===== src/u8cjk_pkg.sv =====
package u8cjk_pkg;

    // Default for the largest number of characters taken from one text.
    localparam int unsigned MaxCharsDefault = 1024;

    // Reset value of the character limit register.
    localparam logic [10:0] CharLimitReset = 11'd64;

    // Lead byte classes: mask and match pattern for each sequence length.
    localparam logic [7:0] Lead2Mask  = 8'hE0;
    localparam logic [7:0] Lead2Match = 8'hC0;
    localparam logic [7:0] Lead3Mask  = 8'hF0;
    localparam logic [7:0] Lead3Match = 8'hE0;
    localparam logic [7:0] Lead4Mask  = 8'hF8;
    localparam logic [7:0] Lead4Match = 8'hF0;

    // Range of code points that are passed on.
    localparam logic [15:0] CjkFirst = 16'h4E00;
    localparam logic [15:0] CjkLast  = 16'h9FA5;

    // Width of the packed result word on the output channel.
    localparam int unsigned ResultTdataW = 40;

    // Register map, as word indexes.
    typedef enum logic [0:0] {
        REG_CHAR_LIMIT = 1'b0
    } reg_index_t;

    // One result item as it travels from the decoder to the output register.
    typedef struct packed {
        logic        char_valid;
        logic [15:0] code_point;
        logic [9:0]  char_index;
        logic [10:0] total_count;
        logic        last;
    } result_t;

endpackage


===== src/u8cjk_apb_regs.sv =====
module u8cjk_apb_regs (
    input  logic        aclk,
    input  logic        aresetn,
    input  logic        psel,
    input  logic        penable,
    input  logic        pwrite,
    input  logic [2:0]  paddr,
    input  logic [31:0] pwdata,
    output logic [31:0] prdata,
    output logic        pready,
    output logic [10:0] char_limit
);
    import u8cjk_pkg::*;

    logic [10:0] char_limit_reg;
    logic        wr_en;
    reg_index_t  reg_sel;

    // Word index from the byte address; the low two bits are ignored.
    assign reg_sel = reg_index_t'(paddr[2]);
    assign pready  = 1'b1;
    assign wr_en   = psel && penable && pwrite && pready;

    // Character limit register.
    always_ff @(posedge aclk) begin
        if (!aresetn) begin
            char_limit_reg <= CharLimitReset;
        end else if (wr_en && reg_sel == REG_CHAR_LIMIT) begin
            char_limit_reg <= pwdata[10:0];
        end
    end

    // Read back; addresses beyond the map read as zero.
    always_comb begin
        case (reg_sel)
            REG_CHAR_LIMIT: prdata = {21'd0, char_limit_reg};
            default:        prdata = 32'd0;
        endcase
    end

    assign char_limit = char_limit_reg;

endmodule


===== src/u8cjk_decoder.sv =====
module u8cjk_decoder #(
    parameter int unsigned MAX_CHARS = u8cjk_pkg::MaxCharsDefault
) (
    input  logic               aclk,
    input  logic               aresetn,
    input  logic               in_valid,
    output logic               in_ready,
    input  logic [7:0]         in_byte,
    input  logic               in_last,
    input  logic [10:0]        char_limit,
    input  logic               res_ready,
    output logic               res_valid,
    output u8cjk_pkg::result_t res
);
    import u8cjk_pkg::*;

    localparam logic [16:0] MaxCharsLim = 17'(MAX_CHARS);

    // Input register.
    logic        in_valid_reg;
    logic [7:0]  byte_reg;
    logic        last_reg;

    // Decoder state and its next values.
    logic [1:0]  pending_reg, pending_next;
    logic        three_reg, three_next;
    logic [15:0] acc_reg, acc_next;
    logic [10:0] emitted_reg, emitted_next;
    logic        ended_reg, ended_next;

    logic        advance;
    logic        below_limit;
    logic [16:0] limit;
    logic [15:0] acc_shifted;
    logic        hit;

    // The buffered word moves on whenever the result side has room.
    assign advance  = in_valid_reg && res_ready;
    assign in_ready = !in_valid_reg || advance;

    always_ff @(posedge aclk) begin
        if (!aresetn) begin
            in_valid_reg <= 1'b0;
        end else if (in_ready) begin
            in_valid_reg <= in_valid;
        end
    end

    always_ff @(posedge aclk) begin
        if (in_ready && in_valid) begin
            byte_reg <= in_byte;
            last_reg <= in_last;
        end
    end

    // Limit in force is the smaller of the register and the build-time cap.
    assign limit       = ({6'd0, char_limit} > MaxCharsLim) ? MaxCharsLim : {6'd0, char_limit};
    assign below_limit = {6'd0, emitted_reg} < limit;
    assign acc_shifted = {acc_reg[9:0], byte_reg[5:0]};

    // One decoding step for the buffered byte.
    always_comb begin
        pending_next = pending_reg;
        three_next   = three_reg;
        acc_next     = acc_reg;
        emitted_next = emitted_reg;
        ended_next   = ended_reg;
        hit          = 1'b0;
        res          = '0;

        if (!ended_reg && below_limit) begin
            if (byte_reg == 8'd0) begin
                // A zero byte ends the text and drops any open sequence.
                ended_next   = 1'b1;
                pending_next = 2'd0;
                three_next   = 1'b0;
            end else if (pending_reg != 2'd0) begin
                // Following byte: take its six payload bits unchecked.
                acc_next     = acc_shifted;
                pending_next = pending_reg - 2'd1;
                if (pending_reg == 2'd1 && three_reg) begin
                    three_next = 1'b0;
                    if (acc_shifted >= CjkFirst && acc_shifted <= CjkLast) begin
                        hit            = 1'b1;
                        res.code_point = acc_shifted;
                        res.char_index = emitted_reg[9:0];
                        emitted_next   = emitted_reg + 11'd1;
                    end
                end
            end else if (byte_reg[7]) begin
                // Lead byte classes; anything else is skipped alone.
                if ((byte_reg & Lead2Mask) == Lead2Match) begin
                    pending_next = 2'd1;
                    three_next   = 1'b0;
                end else if ((byte_reg & Lead3Mask) == Lead3Match) begin
                    pending_next = 2'd2;
                    three_next   = 1'b1;
                    acc_next     = {12'd0, byte_reg[3:0]};
                end else if ((byte_reg & Lead4Mask) == Lead4Match) begin
                    pending_next = 2'd3;
                    three_next   = 1'b0;
                end
            end
        end

        res.char_valid  = hit;
        res.total_count = emitted_next;
        res.last        = last_reg;

        // The last byte of a text starts the next one from a clean state.
        if (last_reg) begin
            pending_next = 2'd0;
            three_next   = 1'b0;
            acc_next     = 16'd0;
            emitted_next = 11'd0;
            ended_next   = 1'b0;
        end
    end

    assign res_valid = advance && (hit || last_reg);

    // State update, once per buffered byte.
    always_ff @(posedge aclk) begin
        if (!aresetn) begin
            pending_reg <= 2'd0;
            three_reg   <= 1'b0;
            acc_reg     <= 16'd0;
            emitted_reg <= 11'd0;
            ended_reg   <= 1'b0;
        end else if (advance) begin
            pending_reg <= pending_next;
            three_reg   <= three_next;
            acc_reg     <= acc_next;
            emitted_reg <= emitted_next;
            ended_reg   <= ended_next;
        end
    end

endmodule


===== src/u8cjk_out_reg.sv =====
module u8cjk_out_reg (
    input  logic                                   aclk,
    input  logic                                   aresetn,
    input  logic                                   res_valid,
    output logic                                   res_ready,
    input  u8cjk_pkg::result_t                     res,
    output logic                                   m_tvalid,
    input  logic                                   m_tready,
    output logic [u8cjk_pkg::ResultTdataW-1:0]     m_tdata,
    output logic [0:0]                             m_tuser,
    output logic                                   m_tlast
);
    import u8cjk_pkg::*;

    logic    valid_reg;
    result_t data_reg;

    // Room for a new word when empty or when the held word leaves now.
    assign res_ready = !valid_reg || m_tready;

    always_ff @(posedge aclk) begin
        if (!aresetn) begin
            valid_reg <= 1'b0;
        end else if (res_ready) begin
            valid_reg <= res_valid;
        end
    end

    always_ff @(posedge aclk) begin
        if (res_ready && res_valid) begin
            data_reg <= res;
        end
    end

    // Pack the result fields, lowest field first, padded to whole bytes.
    assign m_tvalid = valid_reg;
    assign m_tdata  = {3'd0, data_reg.total_count, data_reg.char_index, data_reg.code_point};
    assign m_tuser  = data_reg.char_valid;
    assign m_tlast  = data_reg.last;

endmodule


===== src/utf8_cjk_code_point_extractor.sv =====
// UTF-8 CJK code point extractor.
// The slave stream takes one text byte per word in s_tdata, with s_tlast on
// the final byte of a text. Lead bytes open 2-, 3- or 4-byte sequences; only
// 3-byte sequences are assembled, and code points 0x4E00..0x9FA5 are sent on
// the master stream with their index and the running count. A zero byte ends
// the text, and the final byte always yields one word with m_tlast set.
// The APB port holds the character limit at byte address 0 (reset 64); write
// it only while no text is in flight.
// An accepted byte is held in the input register, decoded by combinational
// logic and its result word captured in the result register, which drives
// the master side. Throughput is one byte per clock while the receiver does
// not stall, set by the single decode step between the input and result
// registers. Bytes that give no result pass with no output word.
// Reset clears both stages and the decoder state. When the receiver stalls,
// the result register holds its word and the input register fills, after
// which s_tready drops until m_tready returns.
module utf8_cjk_code_point_extractor #(
    parameter int unsigned MAX_CHARS = u8cjk_pkg::MaxCharsDefault
) (
    input  logic                               aclk,
    input  logic                               aresetn,
    input  logic                               s_tvalid,
    output logic                               s_tready,
    input  logic [7:0]                         s_tdata,  // [7:0] text_byte
    input  logic                               s_tlast,
    output logic                               m_tvalid,
    input  logic                               m_tready,
    // [15:0] code_point, [25:16] char_index, [36:26] total_count, [39:37] zero
    output logic [u8cjk_pkg::ResultTdataW-1:0] m_tdata,
    output logic [0:0]                         m_tuser,  // [0] char_valid
    output logic                               m_tlast,
    input  logic                               psel,
    input  logic                               penable,
    input  logic                               pwrite,
    input  logic [2:0]                         paddr,
    input  logic [31:0]                        pwdata,
    output logic [31:0]                        prdata,
    output logic                               pready
);
    import u8cjk_pkg::*;

    logic [10:0] char_limit;
    logic        res_valid;
    logic        res_ready;
    result_t     res;

    u8cjk_apb_regs u_regs (
        .aclk       (aclk),
        .aresetn    (aresetn),
        .psel       (psel),
        .penable    (penable),
        .pwrite     (pwrite),
        .paddr      (paddr),
        .pwdata     (pwdata),
        .prdata     (prdata),
        .pready     (pready),
        .char_limit (char_limit)
    );

    u8cjk_decoder #(
        .MAX_CHARS (MAX_CHARS)
    ) u_decoder (
        .aclk       (aclk),
        .aresetn    (aresetn),
        .in_valid   (s_tvalid),
        .in_ready   (s_tready),
        .in_byte    (s_tdata),
        .in_last    (s_tlast),
        .char_limit (char_limit),
        .res_ready  (res_ready),
        .res_valid  (res_valid),
        .res        (res)
    );

    u8cjk_out_reg u_out (
        .aclk      (aclk),
        .aresetn   (aresetn),
        .res_valid (res_valid),
        .res_ready (res_ready),
        .res       (res),
        .m_tvalid  (m_tvalid),
        .m_tready  (m_tready),
        .m_tdata   (m_tdata),
        .m_tuser   (m_tuser),
        .m_tlast   (m_tlast)
    );

    // An extracted character always lies in the CJK range.
    a_cp_range: assert property (@(posedge aclk) disable iff (!aresetn)
        m_tvalid && m_tuser[0] |-> m_tdata[15:0] >= CjkFirst && m_tdata[15:0] <= CjkLast)
        else $error("code point outside the CJK range");

    // A word without a character carries zero code point and index.
    a_empty_fields: assert property (@(posedge aclk) disable iff (!aresetn)
        m_tvalid && !m_tuser[0] |-> m_tdata[25:0] == 26'd0)
        else $error("non-character word carries a code point or index");

    // The running count includes the character just sent.
    a_count_follows: assert property (@(posedge aclk) disable iff (!aresetn)
        m_tvalid && m_tuser[0] |-> m_tdata[36:26] == {1'b0, m_tdata[25:16]} + 11'd1)
        else $error("total count does not follow the character index");

    // A word is only produced for a character or for the last byte.
    a_word_reason: assert property (@(posedge aclk) disable iff (!aresetn)
        m_tvalid |-> m_tuser[0] || m_tlast)
        else $error("result word with neither a character nor the last flag");

endmodule


===== config.mk =====
export PLATFORM = sky130hd
export DESIGN_NAME = utf8_cjk_code_point_extractor
export DESIGN_NICKNAME = d
export VERILOG_FILES = /design/src/u8cjk_pkg.sv /design/src/u8cjk_apb_regs.sv /design/src/u8cjk_decoder.sv /design/src/u8cjk_out_reg.sv /design/src/utf8_cjk_code_point_extractor.sv
export SDC_FILE = /design/constraint.sdc
export NUM_CORES = 1
export LEC_CHECK = 0
export BUFFER_PORTS_ARGS = -buffer_cell sky130_fd_sc_hd__buf_4
export CORE_AREA = 2 2 120 75
export CTS_BUF_LIST = sky130_fd_sc_hd__clkbuf_16
export CTS_CLUSTER_DIAMETER = 50
export DETAILED_ROUTE_END_ITERATION = 8
export DIE_AREA = 0 0 122 77
export PLACE_DENSITY = 0.8
export RECOVER_POWER = 100
export SETUP_SLACK_MARGIN = 0.02
export SYNTH_ARGS = -nofsm -noshare
export SYNTH_HDL_FRONTEND = slang
export SYNTH_SLANG_ARGS = --single-unit

===== constraint.sdc =====
create_clock -name aclk -period 5.4 [get_ports aclk]
set_input_delay 0.54 -clock aclk [delete_from_list [all_inputs] [get_ports aclk]]
set_output_delay 0.54 -clock aclk [all_outputs]
set_load 0.05 [all_outputs]

; ---- After elaboration in Yosys (flattened, before gate mapping)
; Cells that the tools add are included.
[word_totals]
out_inout_bits = 77
register_bits = 86
input_bits = 51
word_cells = 102
[op_classes]
bitwise = 5
magnitude_cmp = 4
addsub = 2
n_eq_ne = 7
n_mux = 40
n_reduce_logical = 29
[op_table]
columns = operator, n
row1 = $mux 11, 8
row2 = $mux 10, 7
row3 = $lt 11x17->1, 1
row4 = $mux 1, 17
row5 = $ge 16x15->1 const B, 1
row6 = $le 16x16->1 const B, 1
row7 = $mux 2, 8
row8 = $add 11x1->11 const B, 1
row9 = $gt 11x11->1 const B, 1
row10 = $logic_and 1x1->1, 10
row11 = $logic_not 8->1, 1
row12 = $reduce_and 6->1, 1
row13 = $reduce_bool 2->1, 3
row14 = $reduce_bool 3->1, 2
row15 = $reduce_bool 6->1, 1
row16 = $eq 5x5->1 const B, 1
row17 = $not 1->1, 5
row18 = $reduce_and 5->1, 1
row19 = $reduce_or 5->1, 1
row20 = $eq 4x4->1 const B, 1
row21 = $ne 4x2->1 const B, 1
row22 = $reduce_and 4->1, 1
row23 = $reduce_bool 4->1, 1
row24 = $eq 3x3->1 const B, 1
row25 = 7 further kinds, 11

; ---- Logic depth before layout (Yosys ltp)
; Gate-level depths: netlist (run 1).
[logic_depth]
ltp_word = 10
ltp_mapped = 12
mapped_depth_nobuf = 9

; ---- Hierarchy
; From an unflattened synthesis (run 1), not the netlist that was laid out.
[unflattened]
cells_unflattened = 413
area_unflattened_um2 = 4319.1
[by_module_without_submodules]
columns = module, cells_per_inst, area_each_um2, instances
row1 = u8cjk_decoder, 281, 2354.8, 1
row2 = u8cjk_out_reg, 48, 1255.0, 1
row3 = u8cjk_apb_regs, 84, 709.4, 1

; ---- Least setup slack after synthesis (run 1)
; Ideal clock, no wire load.
[synth_timing]
path_kind = register to register
start = register u_regs.char_limit_reg[10], in the netlist u_regs.char_limit[10]
end = register u_out.data_reg (netlist bit u_out.m_tdata[0]) (enable)
stages_incl_launch_ff = 12
setup_slack_ns = 1.183
setup_time_ns = 0.435
arrival_ns = 3.781
n_path_buf = 2
cell_sequence = dfxtp_1 inv_1 clkbuf_1 nand2_1 ha_1 a21o_1 a211oi_1 o211ai_1 nor4_4 buf_6 nor2_1 nor2_1
[synth_between]
elab_chain_cells = 8
[synth_lines]
columns = element, line
row1 = start: declaration, u8cjk_apb_regs.sv:15  ; logic [10:0] char_limit_reg;
row2 = start signal: assignment, u8cjk_apb_regs.sv:27  ; char_limit_reg <= CharLimitReset;
row3 = start signal: assignment, u8cjk_apb_regs.sv:29  ; char_limit_reg <= pwdata[10:0];
row4 = $gt 11x11->1, u8cjk_decoder.sv:57  ; assign limit = ({6'd0, char_limit} > MaxCharsLim) ? MaxCharsLim : {6'd0, char_limit};
row5 = $mux 11 *, u8cjk_decoder.sv:57
row6 = $lt 11x17->1 *, u8cjk_decoder.sv:58  ; assign below_limit = {6'd0, emitted_reg} < limit;
row7 = $logic_and 1x1->1 *, u8cjk_decoder.sv:71  ; if (!ended_reg && below_limit) begin
row8 = $mux 1 *, u8cjk_decoder.sv:71
row9 = $logic_or 1x1->1 *, u8cjk_decoder.sv:120  ; assign res_valid = advance && (hit || last_reg);
row10 = $logic_and 1x1->1 *, u8cjk_decoder.sv:120
row11 = $logic_and 1x1->1 *, u8cjk_out_reg.sv:30  ; if (res_ready && res_valid) begin
row12 = end signal: assignment, u8cjk_out_reg.sv:31  ; data_reg <= res;
row13 = end: declaration, u8cjk_out_reg.sv:16  ; result_t data_reg;
; Mark *: on every way between the ends. The rest lies on a longest branch, timed or not.
; A chain may end at the register's enable or synchronous reset.

; ---- Worst setup path in the final report (run 1)
[layout_timing]
start = register u_regs.char_limit_reg[10], in the netlist u_regs.char_limit[10]
end = register u_out.data_reg (netlist bit u_out.m_tdata[32]) (enable)
; Same word-level chain as after synthesis.

==> flow_summary_export.csv, run 1 <==
group,metric,value,unit
routing,via_per_inst,5.284,
grt,grt_antenna_before_repair,0,
cts,insertion_delay,340,ps
yosys,synth_commonest_cells,"51 x nand2_1, 48 x edfxtp_1, 38 x dfxtp_1",
die,core,8295,µm²
setup_path,cp.required,5330,ps
cts,cts_resized,0,
outcome,violations,"capacitance limit, slew limit",
timing,setup_slack,1351,ps
layout,area_growth,14.61,%
yosys,synth_most_common_cell,"nand2_1",
yosys,synth_area_leaders,"edfxtp_1 34%, dfxtp_1 18%, buf_4 4.6%, and2_1 4.6%, nand2_1 4.5%",
setup_path,cp_data_arrival_time,3980,ps
power,p_leak,1.844,nW
power,powerDensity,300.2,nW/µm²
die,die_w,122,µm
setup_path,path_max_fanout,39,
layout,layout-drive-gt1-share,0.09812,
cts,numClockSinks,86,
timing,hold_violations,0,
yosys,synth_edf_count,48,
place,place_worst_setup_slack,1945,ps
cts,post_cts_buffers,0,
yosys,synthDistinctLibCells,55,
timing,min_period,4049,ps
timing,slew_headroom,-0.2142,
routing,drt_iter0_drc,243,
die,die-area,9394,µm²
yosys,yosys_most_used_dff,"edfxtp_1",
routing,ant_nets,0,
yosys,synth.avg_cell_area,10.53,µm²
yosys,yosysTopAreaCellShare,0.3406,
grt,grt_max_degree,56,
place,port_buffers,79,
cts,clockRootBuffer,"clkbuf_16",
cts,cts.path.max_buffers,2,
grt,grt-ovfl-total,0,
layout,largest_reg_flops,37,
yosys,netlist_area,4232,µm²
die,ios,128,
routing,wl_per_cell,14.97,µm
cts,tritoncts,"done",
die,die_y,77,µm
place,dpl.hpwl,6284,µm
grt,grt_pass1_wl,14020,µm
setup_path,endpoint_kind,"register",
outcome,status,"finished, violations left",
die,fp-row-count,26,
cts,clkTransAtPathRegs,60,ps
timing,min_period_over_period,0.7498,
layout,nNetsFinal,536,
layout,antennaDiodeCount,0,
yosys,yosys.area.top_type,"edfxtp_1",
timing,finClkSkew,5.153,ps
routing,routed_wl,8849,µm
setup_path,setup.worst_path.start_class,"register",
cts,numCtsBuffers,9,
place,gp_congestion,0.8457,
timing,finalSetupTns,0,ps
timing,rsz0062_at_grt,"false",
yosys,synth_seq_area_share,0.5204,
flow_run,drv_cap,1,
cts,hold_buffers,0,
cts,htreeDepth,3,
routing,post-route-drc-count,0,
yosys,async_flop_share,0,
timing,slew_violations,40,
layout,fillerInstances,740,
timing,setup_viol,0,
grt,grt_usage,0.1911,
routing,vias,3123,
power,peakVddDrop,0.1266,mV
die,start_util,0.5101,
timing,clock.fmax,0.2470,GHz
yosys,synth_seq_cells,86,
yosys,synth_cells,402,
timing,worst_pin_slew,1819,ps
setup_path,critical_path_class,"register to register",
grt,grt_pass1_vias,2852,
yosys,yosysWarnings,0,
routing,drtPass1Iterations,4,
worst_hold_path,hp-class,"input pin to register",
## kinds of logic (layout without fill, tap and decap cells)
logic type,Yosys count,after routing,synth area share
AOI/OAI and AO/OA,68,68,0.1147
xor gates and xnor gates,10,10,0.02070
adders and majority gates,11,11,0.03252
buffers and inverters,48,102,0.07008
DFF,86,86,0.5204
muxes,2,2,0.005027
other,2,25,0.001775
and+or+nand+nor,175,175,0.2348
## power by group
group | switching, mW | total (mW) | internal, mW
combinational | 0.0942 | 0.120 | 0.0255
sequential | 0.0104 | 0.711 | 0.701
clock | 0.261 | 0.625 | 0.364
## path summary, 6_finish.rpt
| check | start | endpoint | slack (ps) | cells after the start |
|---|---|---|---|---|
| setup / recovery | u_regs.char_limit[10] | u_out.m_tdata[32] | 1350 | 9 |
| setup reg to reg | u_regs.char_limit[10] | u_out.m_tdata[32] | 1350 | 9 |
| hold reg to reg | u_regs.char_limit[10] | u_regs.char_limit[10] | 480 | 2 |
| hold / removal | s_tdata[5] | u_decoder.byte_reg[5] | 400 | 1 |
## cell type report
cell class,count,area [µm²],share of cell area
Multi-Input combinational cell,291,1780,0.3671
Clock inverter,7,81.33,0.01677
Sequential cell,86,2202,0.4541
Timing Repair Buffer,80,397.9,0.08204
Inverter,6,22.52,0.004644
Tap cell,112,140.1,0.02890
Clock buffer,9,225.2,0.04644
## metrics by stage
step	cell area (µm²)	power [mW]	utilization	cells	hold WS (ps)
after floorplan	4318	0.8292	-	425	439.9
after global placement	4792	0.8497	0.5777	575	461.5
after detailed placement	4792	0.8516	0.5777	575	469.0
after CTS	5099	1.469	0.6146	591	371.1
after global routing	4850	1.496	0.5846	591	392.7
final	4850	1.456	0.5846	591	397.9
## routing by layer
metal	global-route usage	part of all wire
met5	0	0
met3	0.05729	0.094
met1	0.2832	0.49
met2	0.2682	0.41
met4	0.05632	0.0092
## worst max-delay path, cell delays in order, from the launching register on
cell and delay [ps]:
dfxtp_1 320, inv_1 250, nand2_1 100, ha_1 300
a21o_1 190, a211oi_1 230, o211ai_1 260, nor4_1 440
nor2_1 150, nor2_2 1370
## layout by cell type (no fill, tap or decap), types with 3 or more instances in the layout
master	instances
nand4_1	11
clkbuf_16	9
inv_1	5
a21oi_1	20
nand4b_1	4
nand2_1	51
dfxtp_1	38
nor3_1	3
o31a_1	4
xnor2_1	9
o211ai_1	4
conb_1	25
clkbuf_4	9
nand2b_1	7
and3_1	13
a211oi_1	3
a21o_1	3
o21a_1	3
nand3_1	7
edfxtp_1	48
clkbuf_1	54
o21ai_0	6
ha_1	11
and2_1	16
nor3b_1	4
nor4_1	3
and2_0	15
nor2_1	19
a31oi_1	3
buf_4	17
a22o_1	10
clkinv_4	3
nor2b_1	12
(Power assumes the default switching activity.)
==> run 2, diff against run 1 <==
==> constraint.sdc (replaced) <==
create_clock -name aclk -period 4.21 [get_ports aclk]
set_input_delay 0.421 -clock aclk [delete_from_list [all_inputs] [get_ports aclk]]
set_output_delay 0.421 -clock aclk [all_outputs]
set_load 0.05 [all_outputs]
==> flow_summary_export.csv, run 2 (synthesis results as in run 1) <==
group,metric,value,unit
setup_path,crit_chain,"inv_1 -> nand2_1 -> ha_1 -> a21o_1 -> a211oi_1 -> o211ai_1 -> nor4_1 -> nor2_1 -> nor2_4 -> clkbuf_2",
place,place_worst_setup_slack,927.1,ps
grt,grt-ovfl-total,0,
layout,final_common_cell,"clkbuf_1",
layout,nNetsFinal,538,
setup_path,path_max_fanout,21,
timing,clock.fmax,0.2850,GHz
timing,finalSetupTns,0,ps
power,powerDensity,383.6,nW/µm²
cts,insertion_delay,340,ps
setup_path,critical_path_class,"register to register",
grt,grt_max_degree,56,
setup_path,crit_buf_inv,2,
layout,layout-drive-gt1-share,0.09771,
die,core,8295,µm²
die,fp-row-count,26,
outcome,status,"completed",
power,peakVddDrop,0.1974,mV
cts,cts.path.max_buffers,2,
cts,hold_buffers,0,
timing,rsz0062_at_grt,"false",
grt,grt_pass1_wl,14520,µm
place,gp_congestion,0.8565,
routing,vias,3123,
die,ios,128,
routing,post-route-drc-count,0,
timing,hold_violations,0,
layout,layout_common_cells,"55 x clkbuf_1, 51 x nand2_1, 48 x edfxtp_1",
timing,finClkSkew,5.827,ps
setup_path,cp.required,4210,ps
setup_path,crit_slowest_cell,"nor2_4",
cts,cts_resized,0,
timing,min_period_over_period,0.8335,
timing,worst_pin_slew,1061,ps
power,p_leak,1.840,nW
worst_hold_path,hold_depth,1,
die,start_util,0.5101,
cts,tritoncts,"done",
cts,numCtsBuffers,9,
setup_path,cp_data_arrival_time,3510,ps
worst_hold_path,hp-class,"input pin to register",
die,die_w,122,µm
routing,via_per_inst,5.266,
die,die-area,9394,µm²
setup_path,endpoint_kind,"register",
routing,met2_length,3586,µm
routing,met3_length,803,µm
place,dpl.hpwl,6437,µm
timing,min_period,3509,ps
cts,clockRootBuffer,"clkbuf_16",
timing,slew_headroom,0.2860,
die,die_y,77,µm
routing,top_layer_used,"met4",
cts,numClockSinks,86,
routing,met1_length,4462,µm
cts,post_cts_buffers,0,
setup_path,critical_path.max_stage_delay,500,ps
setup_path,setup.worst_path.start_class,"register",
grt,grt_usage,0.2009,
place,port_buffers,79,
layout,antennaDiodeCount,0,
routing,wl_per_cell,15.10,µm
routing,ant_nets,0,
grt,grt_pass1_vias,2848,
timing,slew_violations,0,
cts,htreeDepth,3,
layout,largest_reg_flops,37,
grt,grt_antenna_before_repair,0,
routing,drtPass1Iterations,5,
setup_path,cp.depth,10,
routing,drt_iter0_drc,266,
layout,area_growth,14.52,%
setup_path,crit_family,"simple AND/OR/NAND/NOR gates",
timing,setup_slack,701.0,ps
timing,setup_viol,0,
flow_run,drv_cap,0,
cts,clkTransAtPathRegs,60,ps
routing,routed_wl,8955,µm
setup_path,r2r_cells,10,
run 2: path summary, 6_finish.rpt:
| kind | start | endpoint | slack, ps |
|---|---|---|---|
| min reg2reg | u_decoder.three_reg | u_decoder.three_reg | 470 |
| max reg2reg | u_regs.char_limit[10] | u_out.m_tdata[2] | 700 |
| min | s_tdata[6] | u_decoder.byte_reg[6] | 280 |
| max | u_regs.char_limit[10] | u_out.m_tdata[2] | 700 |
run 2: metal layers:
layer	vias to the layer above	track usage
li1	1540	-
met1	1434	0.2998
met2	138	0.2715
met3	11	0.06399
met4	0	0.06897
met5	-	0
run 2: layout make-up:
cell class | instances | area [µm²]
sequential | 86 | 2202
clock buffer | 9 | 225.2
multi-input combinational | 291 | 1777
fill | 751 | 3450
tap | 112 | 140.1
clock inverter | 7 | 72.57
timing repair buffer | 82 | 406.6
inverter | 6 | 22.52
run 2: through the flow:
stage,power (mW),area [µm²],std cells,util,hold slack (ps)
6_report,1.859,4846,593,0.5842,279.4
5_1_grt,1.915,4846,593,0.5842,266.9
4_1_cts,1.876,5105,593,0.6154,247.8
3_5_place_dp,1.096,4807,577,0.5795,463.1
3_3_place_gp,1.093,4807,577,0.5795,456.1
2_1_floorplan,1.066,4320,425,-,439.9
run 2: power by group:
part | internal (mW) | switching [mW] | total (mW)
Clock | 0.461 | 0.328 | 0.789
Combinational | 0.0338 | 0.123 | 0.157
Sequential | 0.899 | 0.0138 | 0.913
Total | 1.39 | 0.465 | 1.86
==> run 3, diff against run 2 <==
--- a/config.mk
+++ b/config.mk
@@ -6,12 +6,12 @@
 export NUM_CORES = 1
 export LEC_CHECK = 0
 export BUFFER_PORTS_ARGS = -buffer_cell sky130_fd_sc_hd__buf_4
-export CORE_AREA = 2 2 120 75
+export CORE_AREA = 2 2 126 79
 export CTS_BUF_LIST = sky130_fd_sc_hd__clkbuf_16
 export CTS_CLUSTER_DIAMETER = 50
 export DETAILED_ROUTE_END_ITERATION = 8
-export DIE_AREA = 0 0 122 77
-export PLACE_DENSITY = 0.8
+export DIE_AREA = 0 0 128 81
+export PLACE_DENSITY = 0.76
 export RECOVER_POWER = 100
 export SETUP_SLACK_MARGIN = 0.02
 export SYNTH_ARGS = -nofsm -noshare
==> constraint.sdc (replaced) <==
create_clock -name aclk -period 3.15 [get_ports aclk]
set_input_delay 0.315 -clock aclk [delete_from_list [all_inputs] [get_ports aclk]]
set_output_delay 0.315 -clock aclk [all_outputs]
set_load 0.05 [all_outputs]
==> flow_summary_export.csv, run 3 (synthesis results as in run 1) <==
group,metric,value,unit
outcome,status,"completed",
setup_path,r2r_setup_slack,290,ps
layout,area_growth,16.97,%
timing,hold_violations,0,
die,die_y,81,µm
cts,cts.path.max_buffers,2,
cts,clockRootBuffer,"clkbuf_16",
layout,fillerInstances,895,
routing,via_per_inst,5.205,
worst_hold_path,min_from,"s_tdata[0]",
power,powerDensity,519.7,nW/µm²
die,start_util,0.4507,
timing,whs,170.4,ps
timing,worst_pin_slew,1081,ps
cts,numClockSinks,86,
setup_path,crit_chain,"inv_2 -> nand2_1 -> ha_1 -> a21o_1 -> a211oi_1 -> o211ai_1 -> nor4_4 -> nor2_1 -> nor2_4 -> buf_12",
flow_run,drv_cap,0,
worst_hold_path,hp-class,"input pin to register",
routing,vias,3144,
setup_path,endpoint_kind,"register",
grt,grt_pass1_wl,14630,µm
setup_path,crit_family,"simple AND/OR/NAND/NOR gates",
layout,layout_common_cells,"55 x clkbuf_1, 51 x nand2_1, 48 x edfxtp_1",
setup_path,cp.required,3190,ps
grt,grt_usage,0.1825,
grt,grt_max_degree,48,
layout,layout-drive-gt1-share,0.1116,
setup_path,r2r_cells,10,
cts,numCtsBuffers,9,
cts,hold_buffers,0,
worst_hold_path,hold_depth,1,
timing,clock.fmax,0.3494,GHz
cts,tritoncts,"done",
power,intPower,1.947,mW
setup_path,path_max_fanout,34,
routing,drtPass1Iterations,5,
timing,finalSetupTns,0,ps
power,pwr-share-clk,0.443,
timing,finClkSkew,5.647,ps
routing,wl_per_cell,14.79,µm
setup_path,r2r-start,"u_regs.char_limit[10]",
power,p_switching,625.2,µW
timing,rsz0062_at_grt,"false",
setup_path,crit_slowest_cell,"nor4_4",
timing,slew_headroom,0.2792,
timing,min_period_over_period,0.9087,
power,peakVddDrop,0.2784,mV
layout,antennaDiodeCount,0,
setup_path,setup.worst_path.start_class,"register",
cts,clkTransAtPathRegs,60,ps
die,die-area,10370,µm²
place,dpl.hpwl,6452,µm
timing,setup_viol,0,
power,seqPwrFrac,0.474,
place,gp_congestion,0.8157,
die,fp-row-count,28,
setup_path,critical_path.max_stage_delay,400,ps
layout,nNetsFinal,541,
die,ios,128,
power,combPwrFrac,0.083,
routing,post-route-drc-count,0,
layout,largest_reg_flops,37,
worst_hold_path,min_to,"u_decoder.byte_reg[0]",
grt,grt_antenna_before_repair,0,
setup_path,critical_path_class,"register to register",
routing,drt_iter0_drc,244,
grt,grt_pass1_vias,2902,
timing,min_period,2862,ps
layout,final_common_cell,"clkbuf_1",
setup_path,crit_path_start,"u_regs.char_limit[10]",
power,swShare,0.2430,
cts,htreeDepth,3,
place,port_buffers,79,
power,p_leak,1.882,nW
setup_path,crit_buf_inv,2,
routing,ant_nets,0,
cts,insertion_delay,340,ps
timing,slew_violations,0,
place,placed_cell_area,4857,µm²
setup_path,r2r_end,"u_out.m_tdata[4]",
grt,grt-ovfl-total,0,
setup_path,cp_data_arrival_time,2900,ps
routing,routed_wl,8933,µm
die,core,9389,µm²
die,die_w,128,µm
layout,finalInstanceArea,4950,µm²
[run 3: through the flow]
step	setup slack, ps	power [mW]	utilization	std cells
3_5_place_dp	123.6	1.467	0.5173	587
5_1_grt	85.37	2.658	0.5272	604
3_3_place_gp	212.0	1.462	0.5173	587
6_report	287.5	2.572	0.5272	604
4_1_cts	88.27	2.606	0.5514	603
2_1_floorplan	95.02	1.425	-	425
[run 3: worst max-delay path by stage]
stage,to,depth (start not counted)
finish,u_out.m_tdata[4],10
floorplan,u_out.m_tdata[0],11
detailed placement,u_out.m_tdata[6],10
CTS,u_out.m_tdata[19],10
global placement,u_out.m_tdata[5],10
global route,u_out.m_tdata[33],10
[run 3: what timing repair did]
item,in CTS,in global routing
setup buffers,0,1
gates resized for setup,0,1
setup endpoints to repair,0,43
[run 3: final cells by class]
type,count,area (µm²),area share
repair buffers,85,456.7,0.09226
inverters,6,22.52,0.004550
clock inverters,7,95.09,0.01921
clock buffers,9,225.2,0.04550
multi-input cells,291,1798,0.3632
well taps,120,150.1,0.03033
flip-flops and latches,86,2202,0.4449
[run 3: metal layers]
layer	global-route usage	wire length, µm	vias up
met5	0	0	-
met4	0.04286	78	0
met3	0.07181	939	11
met2	0.2567	3472	152
met1	0.2634	4442	1436
li1	-	-	1545
[run 3: worst reg2reg max path, cell delays in order, from the launching register on]
cell and delay [ps]:
dfxtp_1 330, inv_2 150, nand2_1 80, ha_1 290
a21o_1 180, a211oi_1 240, o211ai_1 280, nor4_4 400
nor2_1 170, nor2_4 180, buf_12 230
[run 3: power by group through the flow]
stage | Sequential (mW) | Combinational, mW | Clock, mW
final | 1.22 | 0.213 | 1.14
after global routing | 1.22 | 0.227 | 1.21
after CTS | 1.22 | 0.225 | 1.16
after detailed placement | 1.24 | 0.224 | 0
after global placement | 1.24 | 0.220 | 0
after floorplan | 1.27 | 0.159 | 0
